## src/design/rcpm_pkg.sv

```systemverilog
`timescale 1ns / 1ps
// ----------------------------------------------------------------------------
// rcpm_pkg: shared types and constants
// Word formats and fixed field widths for the ring capture period meter.
// ----------------------------------------------------------------------------
package rcpm_pkg;

	localparam int CAP_W   = 16;
	localparam int DEN_W   = 4;
	localparam int TOTAL_W = 22;

	// counter values at or below this point advance the high counter
	localparam logic [CAP_W-1:0] HALF_RANGE = 16'h7FFF;

	typedef enum logic {
		MODE_CAPTURE = 1'b0,
		MODE_TICK    = 1'b1
	} mode_t;

	typedef struct packed {
		mode_t            mode;
		logic [CAP_W-1:0] capture_value;
		logic [CAP_W-1:0] counter_value;
	} rcpm_in_t;

	typedef struct packed {
		logic               high_freq;
		logic [CAP_W-1:0]   period_num;
		logic [DEN_W-1:0]   period_den;
		logic [TOTAL_W-1:0] period_total;
		logic               wrap_resolved;
	} rcpm_out_t;

endpackage

```

## src/design/rcpm_ring.sv

```systemverilog
`timescale 1ns / 1ps
// ----------------------------------------------------------------------------
// rcpm_ring: capture timestamp ring
// One write port, two registered read ports. Per-entry valid bits make
// unwritten slots read as zero after reset.
// ----------------------------------------------------------------------------
module rcpm_ring
	import rcpm_pkg::*;
#(
	parameter int DEPTH = 16,
	localparam int AW = $clog2(DEPTH)
) (
	input  logic             clk,
	input  logic             arst_n,
	input  logic             wr_en,
	input  logic [AW-1:0]    wr_addr,
	input  logic [CAP_W-1:0] wr_data,
	input  logic             rd_en,
	input  logic [AW-1:0]    rd_addr_a,
	input  logic [AW-1:0]    rd_addr_b,
	output logic [CAP_W-1:0] rd_data_a,
	output logic [CAP_W-1:0] rd_data_b
);

	logic [CAP_W-1:0] mem [DEPTH];
	logic [DEPTH-1:0] vld_q;
	logic [CAP_W-1:0] data_a_q;
	logic [CAP_W-1:0] data_b_q;
	logic             vld_a_q;
	logic             vld_b_q;

	always_ff @(posedge clk or negedge arst_n) begin
		if (!arst_n) begin
			vld_q   <= '0;
			vld_a_q <= 1'b0;
			vld_b_q <= 1'b0;
		end else begin
			if (wr_en) begin
				vld_q[wr_addr] <= 1'b1;
			end
			if (rd_en) begin
				vld_a_q <= vld_q[rd_addr_a];
				vld_b_q <= vld_q[rd_addr_b];
			end
		end
	end

	always_ff @(posedge clk) begin
		if (wr_en) begin
			mem[wr_addr] <= wr_data;
		end
		if (rd_en) begin
			data_a_q <= mem[rd_addr_a];
			data_b_q <= mem[rd_addr_b];
		end
	end

	assign rd_data_a = vld_a_q ? data_a_q : '0;
	assign rd_data_b = vld_b_q ? data_b_q : '0;

endmodule

```

## src/design/rcpm_period.sv

```systemverilog
`timescale 1ns / 1ps
// ----------------------------------------------------------------------------
// rcpm_period: period arithmetic
// Forms the span/count result or the extended single-edge period with
// rollover correction, and the extended capture for the next tick.
// ----------------------------------------------------------------------------
module rcpm_period
	import rcpm_pkg::*;
#(
	parameter int RING_DEPTH = 16,
	parameter int HIGH_MAX   = 63,
	localparam int IW = $clog2(RING_DEPTH),
	localparam int HW = $clog2(HIGH_MAX + 1),
	localparam int XW = CAP_W + HW
) (
	input  logic [CAP_W-1:0] last_lo,
	input  logic [CAP_W-1:0] first_lo,
	input  logic [IW-1:0]    edges,
	input  logic [HW-1:0]    high_cnt,
	input  logic [XW-1:0]    last_cap,
	output rcpm_out_t        res,
	output logic [XW-1:0]    ext
);

	localparam int SW = 33;
	localparam logic [SW-1:0] STEP_ADD = SW'(33'h1_0000);
	localparam logic [SW-1:0] WRAP_ADD = SW'(HIGH_MAX + 1) << CAP_W;

	logic [IW+3:0] den_ext;
	logic          multi;
	logic          below;
	logic          same_hi;
	logic [SW-1:0] addend;
	logic [SW-1:0] total;

	always_comb begin
		ext     = {high_cnt, last_lo};
		multi   = (edges != IW'(1));
		den_ext = {4'b0000, edges - IW'(1)};
		below   = (ext < last_cap);
		same_hi = (ext[XW-1:CAP_W] == last_cap[XW-1:CAP_W]);
		if (!below) begin
			addend = '0;
		end else if (same_hi) begin
			addend = STEP_ADD;
		end else begin
			addend = WRAP_ADD;
		end
		total = SW'(ext) + addend - SW'(last_cap);

		res = '0;
		if (multi) begin
			res.high_freq  = 1'b1;
			res.period_num = last_lo - first_lo;
			res.period_den = den_ext[DEN_W-1:0];
		end else begin
			res.period_total  = total[TOTAL_W-1:0];
			res.wrap_resolved = below;
		end
	end

endmodule

```

## src/design/ring_capture_period_meter.sv

```systemverilog
`timescale 1ns / 1ps
// ----------------------------------------------------------------------------
// ring_capture_period_meter: reciprocal period meter
// Edge timestamps go into a ring; timer ticks turn them into period results.
// ----------------------------------------------------------------------------
// Takes one input word per clock while in_ready is high. A capture word
// (mode 0) writes its 16-bit timestamp into the next ring slot and yields
// nothing. A tick word (mode 1) counts the edges stored since the previous
// tick (modulo RING_DEPTH). With no new edge it yields nothing; with two or
// more it yields the wrapped 16-bit span from first to last new capture and
// edges-1; with one it yields the 22-bit period since the last capture,
// extended by the high counter, with wrap_resolved set when a rollover
// correction was applied. A tick whose counter_value is at or below 0x7FFF
// then advances the high counter, which wraps after HIGH_MAX. Throughput is
// one word per cycle while in_ready is high. A tick's result passes the ring
// read, registered at its accepting edge (both endpoints at once through two
// read ports), then the output register. in_ready drops only while a result
// waits in the read stage behind an unaccepted output word. No clearing pass
// after reset: per-slot valid bits make untouched slots read as zero.
// ----------------------------------------------------------------------------
module ring_capture_period_meter
	import rcpm_pkg::*;
#(
	parameter int RING_DEPTH = 16,
	parameter int HIGH_MAX   = 63
) (
	input  logic      clk,
	input  logic      arst_n,
	input  logic      in_valid,
	output logic      in_ready,
	input  rcpm_in_t  in_word,
	output logic      out_valid,
	input  logic      out_ready,
	output rcpm_out_t out_word
);

	localparam int IW = $clog2(RING_DEPTH);
	localparam int HW = $clog2(HIGH_MAX + 1);
	localparam int XW = CAP_W + HW;
	localparam logic [IW-1:0] LAST_IDX = IW'(RING_DEPTH - 1);
	localparam logic [HW-1:0] HIGH_TOP = HW'(HIGH_MAX);
	localparam logic [IW:0]   DEPTH_X  = (IW + 1)'(RING_DEPTH);

	// index and counter state
	logic [IW-1:0] write_index_q;
	logic [IW-1:0] prev_index_q;
	logic [HW-1:0] high_count_q;
	logic [XW-1:0] last_capture_q;

	// read stage
	logic          s1_valid_q;
	logic [IW-1:0] edges_s1;
	logic [HW-1:0] high_cnt_s1;

	// output register
	logic      out_valid_q;
	rcpm_out_t out_q;

	logic          in_fire;
	logic          is_tick;
	logic          s1_adv;
	logic          s1_load;
	logic [IW-1:0] edges;
	logic [IW:0]   edges_wide;
	logic [IW-1:0] last_addr;
	logic [IW-1:0] next_index;
	logic [HW-1:0] next_high;
	logic [CAP_W-1:0] last_lo;
	logic [CAP_W-1:0] first_lo;
	rcpm_out_t     res;
	logic [XW-1:0] ext;

	assign s1_adv   = !out_valid_q || out_ready;
	assign in_ready = !s1_valid_q || s1_adv;
	assign in_fire  = in_valid && in_ready;
	assign is_tick  = (in_word.mode == MODE_TICK);

	// edges since the previous tick, modulo the ring depth
	always_comb begin
		if (write_index_q >= prev_index_q) begin
			edges_wide = {1'b0, write_index_q} - {1'b0, prev_index_q};
		end else begin
			edges_wide = {1'b0, write_index_q} + DEPTH_X - {1'b0, prev_index_q};
		end
		edges      = edges_wide[IW-1:0];
		last_addr  = (write_index_q == '0) ? LAST_IDX : write_index_q - IW'(1);
		next_index = (write_index_q == LAST_IDX) ? '0 : write_index_q + IW'(1);
		next_high  = (high_count_q == HIGH_TOP) ? '0 : high_count_q + HW'(1);
	end

	assign s1_load = in_fire && is_tick && (edges != '0);

	rcpm_ring #(
		.DEPTH(RING_DEPTH)
	) u_ring (
		.clk       (clk),
		.arst_n    (arst_n),
		.wr_en     (in_fire && !is_tick),
		.wr_addr   (write_index_q),
		.wr_data   (in_word.capture_value),
		.rd_en     (s1_load),
		.rd_addr_a (last_addr),
		.rd_addr_b (prev_index_q),
		.rd_data_a (last_lo),
		.rd_data_b (first_lo)
	);

	rcpm_period #(
		.RING_DEPTH(RING_DEPTH),
		.HIGH_MAX  (HIGH_MAX)
	) u_period (
		.last_lo  (last_lo),
		.first_lo (first_lo),
		.edges    (edges_s1),
		.high_cnt (high_cnt_s1),
		.last_cap (last_capture_q),
		.res      (res),
		.ext      (ext)
	);

	always_ff @(posedge clk or negedge arst_n) begin
		if (!arst_n) begin
			write_index_q  <= '0;
			prev_index_q   <= '0;
			high_count_q   <= '0;
			last_capture_q <= '0;
			s1_valid_q     <= 1'b0;
			out_valid_q    <= 1'b0;
		end else begin
			if (in_fire) begin
				if (is_tick) begin
					prev_index_q <= write_index_q;
					if (in_word.counter_value <= HALF_RANGE) begin
						high_count_q <= next_high;
					end
				end else begin
					write_index_q <= next_index;
				end
			end
			if (s1_adv) begin
				s1_valid_q  <= s1_load;
				out_valid_q <= s1_valid_q;
				if (s1_valid_q) begin
					last_capture_q <= ext;
				end
			end else if (in_ready) begin
				s1_valid_q <= s1_load;
			end
		end
	end

	// payload registers
	always_ff @(posedge clk) begin
		if (s1_load) begin
			edges_s1    <= edges;
			high_cnt_s1 <= high_count_q;
		end
		if (s1_adv && s1_valid_q) begin
			out_q <= res;
		end
	end

	assign out_valid = out_valid_q;
	assign out_word  = out_q;

	// a result in the read stage must never be overwritten while blocked
	assert property (@(posedge clk) disable iff (!arst_n)
		(s1_valid_q && !s1_adv) |-> !in_ready)
		else $error("read stage overrun");

	// a blocked read-stage result survives to the next cycle
	assert property (@(posedge clk) disable iff (!arst_n)
		(s1_valid_q && !s1_adv) |=> s1_valid_q)
		else $error("read stage result dropped");

	assert property (@(posedge clk) disable iff (!arst_n)
		(high_count_q <= HIGH_TOP))
		else $error("high counter out of range");

	assert property (@(posedge clk) disable iff (!arst_n)
		(write_index_q <= LAST_IDX) && (prev_index_q <= LAST_IDX))
		else $error("ring index out of range");

endmodule
```

## config.mk

```make
export PLATFORM = sky130hd
export DESIGN_NAME = ring_capture_period_meter
export DESIGN_NICKNAME = d
export VERILOG_FILES = /design/src/design/rcpm_pkg.sv /design/src/design/rcpm_ring.sv /design/src/design/rcpm_period.sv /design/src/design/ring_capture_period_meter.sv
export SDC_FILE = /design/constraint.sdc
export NUM_CORES = 1
export LEC_CHECK = 0
export BUFFER_PORTS_ARGS = -buffer_cell sky130_fd_sc_hd__buf_2
export CAP_MARGIN = 40
export CORE_MARGIN = 4
export CORE_UTILIZATION = 56
export DETAILED_ROUTE_END_ITERATION = 10
export GPL_ROUTABILITY_DRIVEN = 0
export MAX_ROUTING_LAYER = met4
export PLACE_DENSITY = 0.8
export SLEW_MARGIN = 15
export SYNTH_ARGS = -nofsm -noshare
export SYNTH_HDL_FRONTEND = slang
export SYNTH_HIERARCHICAL = 1
export SYNTH_SLANG_ARGS = --single-unit
export TNS_END_PERCENT = 50
```

## constraint.sdc

```tcl
create_clock -name clk -period 6.26 [get_ports clk]
set_clock_uncertainty 0.1 [all_clocks]
set_input_delay 1.252 -clock clk [delete_from_list [all_inputs] [get_ports clk]]
set_output_delay 1.252 -clock clk [all_outputs]
set_load 0.05 [all_outputs]
```

==> flow_metrics.env <==
export IMPL_grt_util_all_layers_pct=23.8
export IMPL_p_sw_share_pct=38.6
export IMPL_drc=0
export IMPL_drv_cap=0
export IMPL_dieArea_mm2=0.0390
export IMPL_worstPathMaxFanout=17
export IMPL_cts_buffers=42
export IMPL_critPathArrivalTime_ns=5.52
export IMPL_synthCells=1208
export IMPL_dp_final_hpwl_um=27900
export IMPL_report_final_slew_viol_count=0
export IMPL_final_util_pct=62.8
export IMPL_synth_avg_cell_area_um2=16.6
export IMPL_grt_pass1_wl_um=68500
export IMPL_cts_resized=0
export IMPL_initialDrtViolationCount=1130
export IMPL_drive_gt1_share_pct=29.8
export IMPL_synth_seq_cells=398
export IMPL_placement_io_buffers=67
export IMPL_cts_setup_buffers=0
export IMPL_worst_pin_slew_ns=0.781
export IMPL_pre_cts_ws_ns=1.04
export IMPL_ys_warn_count=6
export IMPL_core_mm2=0.0355
export IMPL_pwr_density_cell_mw_per_mm2=568
export IMPL_cts_tree="done"
export IMPL_dr_pass1_iters=5
export IMPL_ant_nets=0
export IMPL_hold_buffers=0
export IMPL_syn_to_final_growth_pct=11.0
export IMPL_syn_area_mm2=0.0201
export IMPL_clkPwrFrac_pct=19.5
export IMPL_pwr_share_seq_pct=30.5
export IMPL_antenna_found_initial=4
export IMPL_irDropWorstVdd_mv=0.380
export IMPL_die_w_um=197
export IMPL_fp_dieH_um=197
export IMPL_crit_path_start_kind="register"
export IMPL_fin_crit_ns=5.23
export IMPL_crit_required_ns=6.55
export IMPL_clock_latency_ns=0.55
export IMPL_max_freq_ghz=0.191
export IMPL_layout_setup_ws_ns=1.03
export IMPL_viasPerCell=6.33
export IMPL_fin_setup_tns_ns=0
export IMPL_p_leak_nw=7.90
export IMPL_relSlewSlack_pct=47.9
export IMPL_grt_max_degree=68
export IMPL_min_path_type="reg2reg"
export IMPL_synth_nets=1325
export IMPL_critPathCaptureType="register"
export IMPL_cts_htree_levels=2
export IMPL_start_util_pct=56.6
export IMPL_post_drt_wl_per_cell_um=25.1
export IMPL_cts_sinks=398
export IMPL_placed_cell_area_mm2=0.0209
export IMPL_cts_root_buf="clkbuf_16"
export IMPL_clk_path_buf_depth=3
export IMPL_yosysSeqAreaShare_pct=58.1
export IMPL_wirelength_um=44400
export IMPL_status="completed"
export IMPL_finalHoldViolations=0
export IMPL_rsz0062_at_grt="false"
export IMPL_nets=1391
export IMPL_final_period_utilization_pct=83.5
export IMPL_synth_edff_count=342
export IMPL_switching_power_mw=4.88
export IMPL_finalInstanceArea_mm2=0.0223
export IMPL_grt_pass1_vias=11500
export IMPL_vias=11200
export IMPL_pwr_share_comb_pct=50.0
export IMPL_overflow=0
export IMPL_synth_cell_type_count=71
export IMPL_ios=83
export IMPL_p_int_mw=7.78
export IMPL_setup_viol=0
export IMPL_worst_setup_path_type="reg2reg"
export IMPL_synthArstFlopShare_pct=14.1
export IMPL_ys_dominant_reg_cell="edfxtp_1"
export IMPL_num_rows=69
export IMPL_clkSlewWorstSetupHoldPaths_ns=0.06
## flip-flops by register name, indices dropped and copies added (netlist names)
register         cells
last_capture_q      22
u_ring/data_b_q     16
high_count_q         6
s1_valid_q           1
out_valid            1
u_ring/data_a_q     16
high_cnt_s1          6
edges_s1             4
write_index_q        4
out_word            44
u_ring/mem         256
u_ring/vld_a_q       1
prev_index_q         4
u_ring/vld_q        16
u_ring/vld_b_q       1
## power groups by stage
stage               sequential [mW]  clock, mW  combinational, mW
global route                   3.92       2.63               6.81
floorplan                      4.15          0               4.55
finish                         3.87       2.46               6.33
CTS                            3.87       2.51               6.29
detailed placement             3.92          0               6.24
global placement               3.89          0               6.09
## through the flow
stage / hold slack (ns) / power, mW / cells
floorplan: 0.342 / 8.70 / 1208
global placement: 0.361 / 9.98 / 1687
detailed placement: 0.375 / 10.2 / 1690
CTS: 0.384 / 12.7 / 1764
global route: 0.392 / 13.4 / 1768
finish: 0.387 / 12.7 / 1768
## final timing paths
check | slack (ns) | endpoint | cells after the start | start
min | 0.39 | u_ring/vld_q[1]$_DFFE_PN0P_ | 1 | u_ring/vld_q[1]$_DFFE_PN0P_
min in group asynchronous | 0.75 | write_index_q[2]$_DFFE_PN0P_ | 2 | arst_n
min reg2reg | 0.39 | u_ring/vld_q[1]$_DFFE_PN0P_ | 1 | u_ring/vld_q[1]$_DFFE_PN0P_
max reg2reg | 1.03 | out_word[21]$_DFFE_PP_ | 18 | u_ring/vld_a_q$_DFFE_PN0P_
max in group asynchronous | 4.74 | prev_index_q[0]$_DFFE_PN0P_ | 2 | arst_n
max | 1.03 | out_word[21]$_DFFE_PP_ | 18 | u_ring/vld_a_q$_DFFE_PN0P_
## cell usage after synthesis (4+ instances only)
library cell  count  share of area (%)
nand2_1          27               0.50
a211oi_1          8               0.30
or3_1             5               0.16
nand3b_1          4               0.15
buf_4            24               0.90
and2_1           36                1.1
o21a_1            8               0.30
nand2b_1         10               0.31
a21o_1           15               0.56
and3_1            6               0.19
mux2i_1           9               0.45
mux2_2           28                1.6
dfrtp_1          56                7.0
mux4_1            7               0.92
o21bai_1          4               0.15
ha_1             66                4.1
clkbuf_1         26               0.49
inv_1            70                1.3
o21ai_0          23               0.57
o31ai_1           4               0.15
a31oi_1          10               0.31
buf_6             6               0.34
mux4_2          161                 18
nand3_1          12               0.30
xor2_1            8               0.35
xnor2_1          18               0.79
buf_2            16               0.40
nor2_1           53               0.99
fa_1             14                1.4
nand4_1           4               0.12
or2_1            16               0.50
nor3_1           20               0.50
a21oi_1          31               0.77
edfxtp_1        342                 51
nor2b_1           8               0.25
## layout make-up
class | instances | area [µm²]
clock inverters | 25 | 269
inverters | 70 | 263
flip-flops and latches | 398 | 11700
multi-input cells | 662 | 7770
well taps | 461 | 577
clock buffers | 49 | 1100
repair buffers | 100 | 631
diodes | 3 | 7.51
fillers | 2450 | 13200
## metal layers
layer | vias to the layer above | share of wire [%] | GRT usage, %
li1 | 4907 | - | -
met2 | 541 | 51 | 40.0
met1 | 5665 | 38 | 30.5
met3 | 86 | 8.1 | 3.96
met5 | - | 0 | -
met4 | 0 | 2.7 | 6.73
## kinds of logic after synthesis
family	share of synthesized area (%)
compound gates	4.72
mux	21.0
buf+inv	3.71
simple gates	5.82
xor+xnor	1.13
flops	58.1
fa+ha+maj	5.51
## layout by cell type, fill, tap and decap left out, types with 7 or more instances in the layout
cell and instances:
a21oi_1 29, nand2_1 27, buf_4 29, clkinv_1 10, mux2i_1 9, nor3_1 16, a31oi_1 10, o21a_1 8
o21ai_0 22, nand3_1 12, fa_1 14, a21o_1 15, mux4_2 161, or2_1 16, buf_2 67, edfxtp_1 342
mux2_2 28, xnor2_1 18, and2_1 36, a211oi_1 8, xor2_1 8, dfrtp_1 54, mux4_1 7, nand2b_1 10
clkbuf_16 43, nor2_1 41, nor2_2 12, ha_1 66, nor2b_1 8, inv_1 69
## worst max-delay path, cell delays in order, from the launching register on
cell	delay, ns
dfrtp_1	0.54
and2_1	0.26
ha_1	0.23
fa_1	0.37
a31o_2	0.23
a31oi_1	0.20
o21ai_0	0.13
a31oi_1	0.24
o221ai_1	0.16
or4_1	0.44
fa_1	0.49
inv_1	0.04
ha_1	0.45
nand2_1	0.14
nor4b_2	0.38
a21boi_0	0.16
a2bb2oi_1	0.19
a21o_1	0.19
a21oi_2	0.14
Note: power is estimated with default switching activity, not from simulation.
